File: src/rtl/tmta_pkg.sv
// ---------------------------------------------------------------------------
// tmta_pkg: shared constants and types of the trimmed-mean filter
// Field widths, scaling constants and the stage-enable bundle.
// ---------------------------------------------------------------------------
package tmta_pkg;

	localparam int SAMPLES_DEF = 8;     // items per window
	localparam int IN_W        = 16;    // raw sample width
	localparam int SUM_W       = 23;    // running sum width
	localparam int T_W         = 22;    // trimmed sum, |T| <= 62 * 32768
	localparam int MAG_W       = 25;    // |15 * T| < 2**25
	localparam int SCALE       = 15;    // 0.15 uT per LSB in hundredths
	localparam int RECIP_SHIFT = 31;    // reciprocal fraction bits
	localparam int RECIP_W     = 32;    // reciprocal width (holds 2**31)
	localparam int PROD_W      = MAG_W + RECIP_W;
	localparam int OUT_W       = 20;    // result field width

	// load enables for the post-window stages
	typedef struct packed {
		logic en2;   // scale and magnitude
		logic en3;   // reciprocal multiply
		logic en4;   // result register
	} stage_en_t;

endpackage

File: src/rtl/trimmed_mean_three_axis.sv
// ---------------------------------------------------------------------------
// trimmed_mean_three_axis: windowed trimmed-mean magnetometer filter
// Per-axis running sum/min/max with a short pipeline to 0.01 uT units.
// ---------------------------------------------------------------------------
// Usage:
//   Sample channel (sample_valid/sample_ready) carries one word of three
//   signed 16-bit raw axis samples. Every SAMPLES words form a window.
//   At the end of a window one field word (field_valid/field_ready) is
//   produced: per axis, (sum - min - max) / (SAMPLES - 2), scaled by 15
//   to hundredths of a microtesla, truncated toward zero, x negated.
//   SAMPLES = 1 passes samples through, SAMPLES = 2 gives the plain mean.
// Throughput: one sample word per clock cycle, except while a closing word
//   waits (see Stall). Each accepted word updates the per-axis sum/min/max
//   registers. The edge that accepts the last word of a window captures the
//   trimmed sum; the field word then moves through the scale, multiply and
//   result registers as each stage ahead frees up.
// Stall: the post-window stages are elastic; a stalled field word holds
//   steady. Words that do not close a window are always taken; a closing
//   word waits only when every stage ahead is full.
// Reset: arst_n clears the window count and all stage valids; the first
//   word after reset opens a new window.
// ---------------------------------------------------------------------------
module trimmed_mean_three_axis #(
	parameter int SAMPLES = tmta_pkg::SAMPLES_DEF
) (
	input  logic                                  clk,
	input  logic                                  arst_n,
	input  logic                                  sample_valid,
	output logic                                  sample_ready,
	input  logic signed [tmta_pkg::IN_W-1:0]      mag_x,
	input  logic signed [tmta_pkg::IN_W-1:0]      mag_y,
	input  logic signed [tmta_pkg::IN_W-1:0]      mag_z,
	output logic                                  field_valid,
	input  logic                                  field_ready,
	output logic signed [tmta_pkg::OUT_W-1:0]     field_x,
	output logic signed [tmta_pkg::OUT_W-1:0]     field_y,
	output logic signed [tmta_pkg::OUT_W-1:0]     field_z
);

	localparam int WIN   = (SAMPLES < 1) ? 1 : SAMPLES;
	localparam bit TRIM  = (WIN >= 3);
	localparam int DIV   = TRIM ? WIN - 2 : WIN;
	localparam int CNT_W = (WIN > 1) ? $clog2(WIN) : 1;
	localparam logic [CNT_W-1:0] LAST_CNT = CNT_W'(WIN - 1);

	logic [CNT_W-1:0]    count_q;
	logic                first;
	logic                last;
	logic                take;
	logic                capture;

	// stage valids: s1 trimmed sum, s2 magnitude, s3 product, s4 result
	logic                v1_q, v2_q, v3_q, v4_q;
	logic                rdy1, rdy2, rdy3, rdy4;
	tmta_pkg::stage_en_t en;

	assign first = (count_q == '0);
	assign last  = (count_q == LAST_CNT);

	// backpressure ripples back through empty-or-moving stages
	assign rdy4 = !v4_q || field_ready;
	assign rdy3 = !v3_q || rdy4;
	assign rdy2 = !v2_q || rdy3;
	assign rdy1 = !v1_q || rdy2;

	assign sample_ready = !last || rdy1;
	assign take         = sample_valid && sample_ready;
	assign capture      = take && last;

	assign en.en2 = v1_q && rdy2;
	assign en.en3 = v2_q && rdy3;
	assign en.en4 = v3_q && rdy4;

	assign field_valid = v4_q;

	always_ff @(posedge clk or negedge arst_n) begin
		if (!arst_n) begin
			count_q <= '0;
			v1_q    <= 1'b0;
			v2_q    <= 1'b0;
			v3_q    <= 1'b0;
			v4_q    <= 1'b0;
		end else begin
			if (take) begin
				count_q <= last ? '0 : count_q + 1'b1;
			end
			if (rdy1) v1_q <= capture;
			if (rdy2) v2_q <= v1_q;
			if (rdy3) v3_q <= v2_q;
			if (rdy4) v4_q <= v3_q;
		end
	end

	logic signed [tmta_pkg::T_W-1:0] trim_x_s1, trim_y_s1, trim_z_s1;

	tmta_axis #(.TRIM(TRIM)) u_axis_x (
		.clk(clk), .take(take), .first(first), .capture(capture),
		.sample(mag_x), .trim_s1(trim_x_s1)
	);
	tmta_axis #(.TRIM(TRIM)) u_axis_y (
		.clk(clk), .take(take), .first(first), .capture(capture),
		.sample(mag_y), .trim_s1(trim_y_s1)
	);
	tmta_axis #(.TRIM(TRIM)) u_axis_z (
		.clk(clk), .take(take), .first(first), .capture(capture),
		.sample(mag_z), .trim_s1(trim_z_s1)
	);

	// x is reported with inverted sense
	tmta_scale #(.DIV(DIV), .NEGATE(1'b1)) u_scale_x (
		.clk(clk), .en(en), .trim_s1(trim_x_s1), .field_q(field_x)
	);
	tmta_scale #(.DIV(DIV), .NEGATE(1'b0)) u_scale_y (
		.clk(clk), .en(en), .trim_s1(trim_y_s1), .field_q(field_y)
	);
	tmta_scale #(.DIV(DIV), .NEGATE(1'b0)) u_scale_z (
		.clk(clk), .en(en), .trim_s1(trim_z_s1), .field_q(field_z)
	);

endmodule

File: src/rtl/tmta_axis.sv
// ---------------------------------------------------------------------------
// tmta_axis: per-axis window accumulator
// Running sum, min and max; captures the trimmed sum at window end.
// ---------------------------------------------------------------------------
module tmta_axis #(
	parameter bit TRIM = 1'b1
) (
	input  logic                                  clk,
	input  logic                                  take,    // word accepted
	input  logic                                  first,   // first word of window
	input  logic                                  capture, // last word, load s1
	input  logic signed [tmta_pkg::IN_W-1:0]      sample,
	output logic signed [tmta_pkg::T_W-1:0]       trim_s1
);

	logic signed [tmta_pkg::SUM_W-1:0] sum_q;
	logic signed [tmta_pkg::IN_W-1:0]  min_q;
	logic signed [tmta_pkg::IN_W-1:0]  max_q;
	logic signed [tmta_pkg::SUM_W-1:0] sample_ext;
	logic signed [tmta_pkg::SUM_W-1:0] sum_nxt;
	logic signed [tmta_pkg::IN_W-1:0]  min_nxt;
	logic signed [tmta_pkg::IN_W-1:0]  max_nxt;
	logic signed [tmta_pkg::SUM_W-1:0] trim_nxt;

	assign sample_ext = tmta_pkg::SUM_W'(sample);

	always_comb begin
		if (first) begin
			sum_nxt = sample_ext;
			min_nxt = sample;
			max_nxt = sample;
		end else begin
			sum_nxt = sum_q + sample_ext;
			min_nxt = (sample < min_q) ? sample : min_q;
			max_nxt = (sample > max_q) ? sample : max_q;
		end
		// one copy of each extreme drops out
		if (TRIM) begin
			trim_nxt = sum_nxt - tmta_pkg::SUM_W'(min_nxt) - tmta_pkg::SUM_W'(max_nxt);
		end else begin
			trim_nxt = sum_nxt;
		end
	end

	always_ff @(posedge clk) begin
		if (take) begin
			sum_q <= sum_nxt;
			min_q <= min_nxt;
			max_q <= max_nxt;
		end
		if (capture) begin
			trim_s1 <= trim_nxt[tmta_pkg::T_W-1:0];
		end
	end

endmodule

File: src/rtl/tmta_scale.sv
// ---------------------------------------------------------------------------
// tmta_scale: per-axis scaling and constant divide
// Scales by 15, divides by the window divisor through a reciprocal
// multiply, and applies the sign (negated for the x axis).
// ---------------------------------------------------------------------------
module tmta_scale #(
	parameter int DIV    = 6,
	parameter bit NEGATE = 1'b0
) (
	input  logic                                  clk,
	input  tmta_pkg::stage_en_t                   en,
	input  logic signed [tmta_pkg::T_W-1:0]       trim_s1,
	output logic signed [tmta_pkg::OUT_W-1:0]     field_q
);

	// ceil(2**31 / DIV): exact floor for magnitudes below 2**25
	localparam longint RECIP_L =
		((longint'(1) <<< tmta_pkg::RECIP_SHIFT) + longint'(DIV) - 1) / longint'(DIV);
	localparam logic [tmta_pkg::RECIP_W-1:0] RECIP = tmta_pkg::RECIP_W'(RECIP_L);

	logic signed [tmta_pkg::MAG_W:0]    scaled;
	logic [tmta_pkg::MAG_W-1:0]         mag_s2;
	logic                               neg_s2;
	logic                               neg_s3;
	logic [tmta_pkg::PROD_W-1:0]        prod_s3;
	logic [tmta_pkg::OUT_W-1:0]         quot;

	assign scaled = (tmta_pkg::MAG_W+1)'(trim_s1) * (tmta_pkg::MAG_W+1)'(tmta_pkg::SCALE);
	assign quot   = prod_s3[tmta_pkg::RECIP_SHIFT +: tmta_pkg::OUT_W];

	always_ff @(posedge clk) begin
		if (en.en2) begin
			neg_s2 <= trim_s1[tmta_pkg::T_W-1] ^ NEGATE;
			mag_s2 <= scaled[tmta_pkg::MAG_W] ? tmta_pkg::MAG_W'(-scaled)
			                                  : scaled[tmta_pkg::MAG_W-1:0];
		end
		if (en.en3) begin
			neg_s3  <= neg_s2;
			prod_s3 <= tmta_pkg::PROD_W'(mag_s2) * tmta_pkg::PROD_W'(RECIP);
		end
		if (en.en4) begin
			field_q <= neg_s3 ? -quot : quot;
		end
	end

endmodule

File: config.mk
export PLATFORM = sky130hd
export DESIGN_NAME = trimmed_mean_three_axis
export DESIGN_NICKNAME = d
export VERILOG_FILES = /design/src/rtl/tmta_pkg.sv /design/src/rtl/trimmed_mean_three_axis.sv /design/src/rtl/tmta_axis.sv /design/src/rtl/tmta_scale.sv
export SDC_FILE = /design/constraint.sdc
export NUM_CORES = 2
export LEC_CHECK = 0
export BUFFER_PORTS_ARGS = -buffer_cell sky130_fd_sc_hd__buf_2
export CAP_MARGIN = 30
export CORE_UTILIZATION = 45
export CTS_CLUSTER_SIZE = 16
export DETAILED_ROUTE_END_ITERATION = 6
export GPL_TIMING_DRIVEN = 0
export PLACE_DENSITY = 0.61
export SLEW_MARGIN = 20
export SYNTH_ARGS = -nofsm -noshare
export SYNTH_HDL_FRONTEND = slang
export SYNTH_SLANG_ARGS = --single-unit
File: constraint.sdc
create_clock -name clk -period 21.6 [get_ports clk]
set_input_delay 3.24 -clock clk [delete_from_list [all_inputs] [get_ports clk]]
set_output_delay 3.24 -clock clk [all_outputs]
set_load 0.01 [all_outputs]
# Word-level counts from Yosys, hierarchy flattened

Index checks and enable logic that the tools add are counted.

Add/sub/neg operators: 16
$mul: 6
Order comparisons: 6
Eq/ne operators: 1
Muxes and demuxes: 22
Bitwise gates (word level): 1
Reduce and logical (&&, ||, !) cells: 16

Operator list:

| cell                   | count |
|---|---|
| $mux 16                | 12 |
| $mul 25x28->50 const B | 3 |
| $sub 22x16->22         | 6 |
| $mul 22x5->26 const B  | 3 |
| $mux 25                | 3 |
| $neg 25->25            | 3 |
| $add 23x16->23         | 3 |
| $mux 23                | 3 |
| $mux 20                | 3 |
| $neg 20->20            | 3 |
| $gt 16x16->1           | 3 |
| $lt 16x16->1           | 3 |
| $logic_and 1x1->1      | 5 |
| $logic_not 1->1        | 5 |
| $logic_or 1x1->1       | 5 |
| $add 3x1->3 const B    | 1 |
| $eq 3x3->1 const B     | 1 |
| $logic_not 3->1        | 1 |
| $mux 3                 | 1 |
| $not 1->1              | 1 |

Bits in registers: 529
Input port bits: 52
Word-level logic and storage cells: 100

# Depth between registers and ports, before layout

Depth in word-level cells: 8
Depth in mapped cells: 28
Depth with buffers taken out: 27

# Modules after synthesis

Synthesis repeated with hierarchy kept, for this count alone.

Cell total of the unflattened synthesis: 5,949
Area total of the unflattened synthesis: 61,287.5 um^2

Modules (own cells, without submodules):

| module                  | instances | cells each | area each (um^2) | seq. area each (um^2) |
|---|---|---|---|---|
| tmta_axis               | 3         | 588        | 6,414.9          | 2,282.2 |
| tmta_scale (u_scale_x)  | 1         | 1,416      | 13,949.6         | 2,011.9 |
| tmta_scale (u_scale_z)  | 1         | 1,378      | 13,883.3         | 2,011.9 |
| tmta_scale (u_scale_y)  | 1         | 1,355      | 13,823.3         | 2,011.9 |
| trimmed_mean_three_axis | 1         | 36         | 386.6            | 175.2 |

# Worst setup path after synthesis

Ideal clock, no wire load.

Path kind: input -> register
From: input field_ready
To: register count_q[2]
Setup time: 0.089 ns
Arrival: 9.010 ns
Required time: 21.511 ns
Setup slack: 12.501 ns
Stages: 6
Buffers on the path: 1
Cells stage by stage: nor2b_1 > and3_1 > nand3_1 > and2_1 > clkbuf_1 > mux2_2

Cells in the longest elaborated chain, start to end: 6

RTL lines:

| element                | RTL line                      | source |
|---|---|---|
| start: declaration     | trimmed_mean_three_axis.sv:34 | `input logic field_ready,` |
| $logic_or 1x1->1       | trimmed_mean_three_axis.sv:61 | `assign rdy4 = !v4_q \|\| field_ready;` |
| $logic_or 1x1->1       | trimmed_mean_three_axis.sv:62 | `assign rdy3 = !v3_q \|\| rdy4;` |
| $logic_or 1x1->1       | trimmed_mean_three_axis.sv:63 | `assign rdy2 = !v2_q \|\| rdy3;` |
| $logic_or 1x1->1       | trimmed_mean_three_axis.sv:64 | `assign rdy1 = !v1_q \|\| rdy2;` |
| $logic_or 1x1->1       | trimmed_mean_three_axis.sv:66 | `assign sample_ready = !last \|\| rdy1;` |
| named net sample_ready | trimmed_mean_three_axis.sv:29 | `output logic sample_ready,` |
| $logic_and 1x1->1      | trimmed_mean_three_axis.sv:67 | `assign take = sample_valid && sample_ready;` |
| named net take         | trimmed_mean_three_axis.sv:49 | `logic take;` |
| end signal: assignment | trimmed_mean_three_axis.sv:85 | `count_q <= last ? '0 : count_q + 1'b1;` |
| end: declaration       | trimmed_mean_three_axis.sv:46 | `logic [CNT_W-1:0] count_q;` |

The timed path passes the listed nets, and every way through them passes these cells.
A chain may end at the register's enable or synchronous reset.

# Worst setup path in the final report

From: input mag_z[1] (netlist bit)
To: register u_axis_z.trim_s1[20] (netlist bit), data pin

Elaborated cells between the ends (all ways): 10

RTL lines:

| element                               | RTL line                      | source |
|---|---|---|
| start: declaration                    | trimmed_mean_three_axis.sv:32 | `input logic signed [tmta_pkg::IN_W-1:0] mag_z,` |
| $gt 16x16->1                          | tmta_axis.sv:35               | `max_nxt = (sample > max_q) ? sample : max_q;` |
| $mux 16                               | tmta_axis.sv:35               |  |
| $mux 16                               | tmta_axis.sv:28               | `if (first) begin` |
| named net u_axis_z.max_nxt (one bit)  | tmta_axis.sv:22               | `logic signed [tmta_pkg::IN_W-1:0] max_nxt;` |
| $sub 22x16->22                        | tmta_axis.sv:39               | `trim_nxt = sum_nxt - tmta_pkg::SUM_W'(min_nxt) - tmta_pkg::SUM_W'(max_nxt);` |
| named net u_axis_z.trim_nxt (one bit) | tmta_axis.sv:23               | `logic signed [tmta_pkg::SUM_W-1:0] trim_nxt;` |
| end signal: assignment                | tmta_axis.sv:52               | `trim_s1 <= trim_nxt[tmta_pkg::T_W-1:0];` |
| end: declaration                      | tmta_axis.sv:13               | `output logic signed [tmta_pkg::T_W-1:0] trim_s1` |

The timed path passes the listed nets, and every way through them passes these cells.

==> metrics.csv <==
stage,metric,value,unit
placement,io_buffers,113,
global_route,grt_max_degree,54,
cts,root_buffer,clkbuf_16,
routing,via_per_inst,5.090,
die,initial_core_util,45.62,%
critical_path,arrival,10.09,ns
placement,place_congestion,0.8994,
synthesis,synth-seq-area-share,21.97,%
cells_and_area,regArea,0.01306,sq mm
die,pin_count,114,
critical_path,reg2reg_to,u_scale_y.prod_s3[47],
timing,worst_pin_slew,0.9180,ns
global_route,grt_pass1_vias,41330,
critical_path,startpoint_type,primary input,
synthesis,synth-warning-count,0,
synthesis,synth.cell_area,0.05945,sq mm
die,die_height,365.5,microns
cts,cts.sinks,436,
routing,dr_total_vias,39530,
outcome,outcome,finished clean,
synthesis,synth_edf_count,429,
routing,wl,121800,microns
cts,clk_path_buf_depth,3,
timing,finalSetupTns,0,ns
min_path,hold_start,u_scale_x.neg_s2,
critical_path,path_max_fanout,10,
synthesis,syn_area_per_cell,10.28,sq um
critical_path,endpoint_kind,flop,
timing,period_minus_slack,9.703,ns
timing,final_hold_viol_count,0,
routing,drcViolationCount,0,
cts,cts_inserted_buffers,58,
cts,clk_latency,0.66,ns
die,die_w,365.5,microns
global_route,overflow,0,
routing,first_pass_iters,7,
min_path,worst_hold_path.num_cells,0,
die,design.die.area,0.1336,sq mm
cts,cts.hold.buffers_added,0,
cts,post-cts-setup-buffers,0,
cts,htree_levels,2,
timing,slew_headroom,38.80,%
min_path,holdPathEnd,u_scale_x.neg_s3,
synthesis,yosys_register_bits,436,
cts,cts_tree,done,
min_path,hp-class,flop to flop,
cells_and_area,drive_gt1_share,6.350,%
cts,path_clk_slew,0.06,ns
cells_and_area,nNetsFinal,7668,
global_route,grtUsageTotal,18.95,%
timing,clock_skew,0.02992,ns
synthesis,synth_nets,7481,
global_route,antenna_found_initial,18,
synthesis,async_flop_share,1.606,%
cells_and_area,syn_to_final_growth,8.249,%
timing,slew_viol_final,0,
timing,timing.fmax,0.1031,GHz
die,design.core.area,0.1303,sq mm
placement,hpwl,103300,microns
timing,min_period_over_period,44.92,%
critical_path,r2r_cells,23,
routing,wl_per_cell,15.69,microns
die,num_rows,132,
cells_and_area,fillers,11870,
critical_path,r2r_setup_slack,13.69,ns
cells_and_area,multiInputGateArea,0.04117,sq mm
timing,setup_violations,0,
synthesis,synth_ff_type,edfxtp_1,
critical_path,worstSetupPathType,primary input to flop,
cts,cts-resized-gates,0,
global_route,grt_pass1_wl,205600,microns
routing,drt_iter0_markers,1768,
critical_path,reg2reg_from,u_scale_y.mag_s2[3],
routing,antenna_left,0,
job,drv_cap,0,
synthesis,synthCells,5783,
timing,rsz0062_at_grt,false,
synthesis,synthDistinctLibCells,86,
critical_path,crit_required,21.99,ns
[registers in the layout (all words and copies together) (netlist names), 22 cells and up]
signal / cells
u_axis_z.sum_q: 22
u_axis_z.trim_s1: 22
u_scale_y.mag_s2: 25
u_axis_x.sum_q: 22
u_scale_z.mag_s2: 25
u_axis_y.sum_q: 22
u_axis_x.trim_s1: 22
u_axis_y.trim_s1: 22
u_scale_x.mag_s2: 25
[stage by stage]
step | worst slack, ns | hold WS (ns) | std cells | instance area (sq um) | util [%]
CTS | 11.95 | 0.4327 | 7757 | 64330 | 49.36
global route | 11.52 | 0.4436 | 7758 | 64330 | 49.37
finish | 11.90 | 0.4297 | 7765 | 64350 | 49.38
floorplan | 12.50 | 0.4003 | 5783 | 59450 | -
global placement | 9.435 | 0.4053 | 7638 | 62190 | 47.73
detailed placement | 11.25 | 0.4177 | 7651 | 62480 | 47.95
[logic make-up after synthesis]
kind of cell,synth area share (%)
and+or+nand+nor,7.443
adders and majority gates,43.62
DFF,21.97
xor gates and xnor gates,5.496
buffers and inverters,8.823
AOI/OAI and AO/OA,9.730
muxes,2.919
[metal layers]
layer / GRT usage, % / share of wire [%] / wire length [microns] / up-vias
li1: - / - / - / 19710
met1: 26.11 / 48 / 57970 / 19120
met2: 31.21 / 45 / 55140 / 548
met3: 2.615 / 4.7 / 5717 / 142
met4: 5.021 / 2.4 / 2936 / 10
met5: 0 / 0.055 / 67 / -
[cell usage after synthesis, types with 11 or more instances]
library cell / instances / area, sq um
a21o_1: 130 / 975.9
inv_1: 1335 / 5011
nand2b_1: 41 / 256.5
edfxtp_1: 429 / 12880
o311a_1: 13 / 130.1
mux2_2: 99 / 1115
a41oi_1: 13 / 113.9
or3_1: 38 / 237.7
nand4_1: 44 / 275.3
and3_1: 34 / 212.7
nor3_1: 57 / 285.3
o21a_1: 52 / 390.4
xor2_1: 111 / 972.2
nor4_1: 18 / 112.6
nor3b_1: 14 / 105.1
and2_1: 29 / 181.4
a211oi_1: 26 / 195.2
nor2b_1: 39 / 244.0
buf_2: 13 / 65.06
clkbuf_1: 40 / 150.1
nor2_1: 236 / 885.9
fa_1: 711 / 14230
nand3_1: 83 / 415.4
a21boi_0: 11 / 82.58
ha_1: 935 / 11700
o21bai_1: 31 / 232.7
o21ai_0: 166 / 830.8
o211ai_1: 17 / 127.6
a31oi_1: 25 / 156.4
o31ai_1: 31 / 232.7
or2_2: 16 / 100.1
nand2_1: 207 / 777.0
xnor2_1: 255 / 2233
a21oi_1: 256 / 1281
mux2i_1: 62 / 620.6
[cell usage in the layout (no fill, tap or decap), drive strengths merged, types with 32 or more instances in the layout]
master / synthesis / layout
mux2i: 62 / 62
buf: 18 / 144
inv: 1335 / 1339
nor2: 236 / 236
xnor2: 256 / 256
nand3: 83 / 83
nand2b: 41 / 41
nand4: 44 / 44
a21o: 130 / 130
xor2: 111 / 111
nor3: 57 / 57
edfxtp: 429 / 429
nor2b: 39 / 39
o21a: 52 / 52
clkbuf: 40 / 108
fa: 711 / 711
a21oi: 257 / 257
nand2: 207 / 207
o31ai: 32 / 32
mux2: 99 / 99
or3: 39 / 39
ha: 935 / 935
o21ai: 176 / 176
and3: 36 / 36
[cell type report]
| class | count | area share [%] |
|---|---|---|
| Sequential cell | 436 | 20.29 |
| Inverter | 1335 | 7.787 |
| Multi-Input combinational cell | 3954 | 63.98 |
| Buffer | 58 | 0.3733 |
| Timing Repair Buffer | 127 | 1.276 |
| Antenna cell | 7 | 0.02722 |
| Tap cell | 1742 | 3.387 |
| Clock buffer | 67 | 2.341 |
| Clock inverter | 39 | 0.5328 |
[worst max-delay path: stages]
cell	delay, ns
buf_2	0.16
ha_1	0.32
nor2b_1	0.13
o21a_1	0.16
o21a_1	0.16
o21a_1	0.16
o21a_1	0.16
o21a_1	0.16
o21a_1	0.16
o21ai_0	0.23
nand4_1	0.14
a21oi_1	0.65
buf_2	0.41
mux2_2	0.40
fa_1	0.50
inv_1	0.05
ha_1	0.35
a21o_1	0.20
a21oi_1	0.22
o21bai_1	0.10
a21o_1	0.20
a21oi_1	0.20
o21ai_0	0.19
o41ai_1	0.57
o21ai_0	0.35
o2111ai_1	0.26
a21oi_1	0.10
xor2_1	0.15
[worst max path at each step]
stage,startpoint,end,slack (ns),depth (start not counted)
3_5_place_dp,mag_z[1],u_axis_z.trim_s1[20],11.25,28
5_1_grt,mag_z[1],u_axis_z.trim_s1[20],11.52,28
4_1_cts,mag_z[1],u_axis_z.trim_s1[20],11.95,28
2_1_floorplan,field_ready,count_q[2],12.50,6
6_report,mag_z[1],u_axis_z.trim_s1[20],11.90,28
3_3_place_gp,field_ready,count_q[2],9.44,7
Power is not shown: default switching activity piles up to over one toggle a cycle in this logic, so the estimate is an artifact.
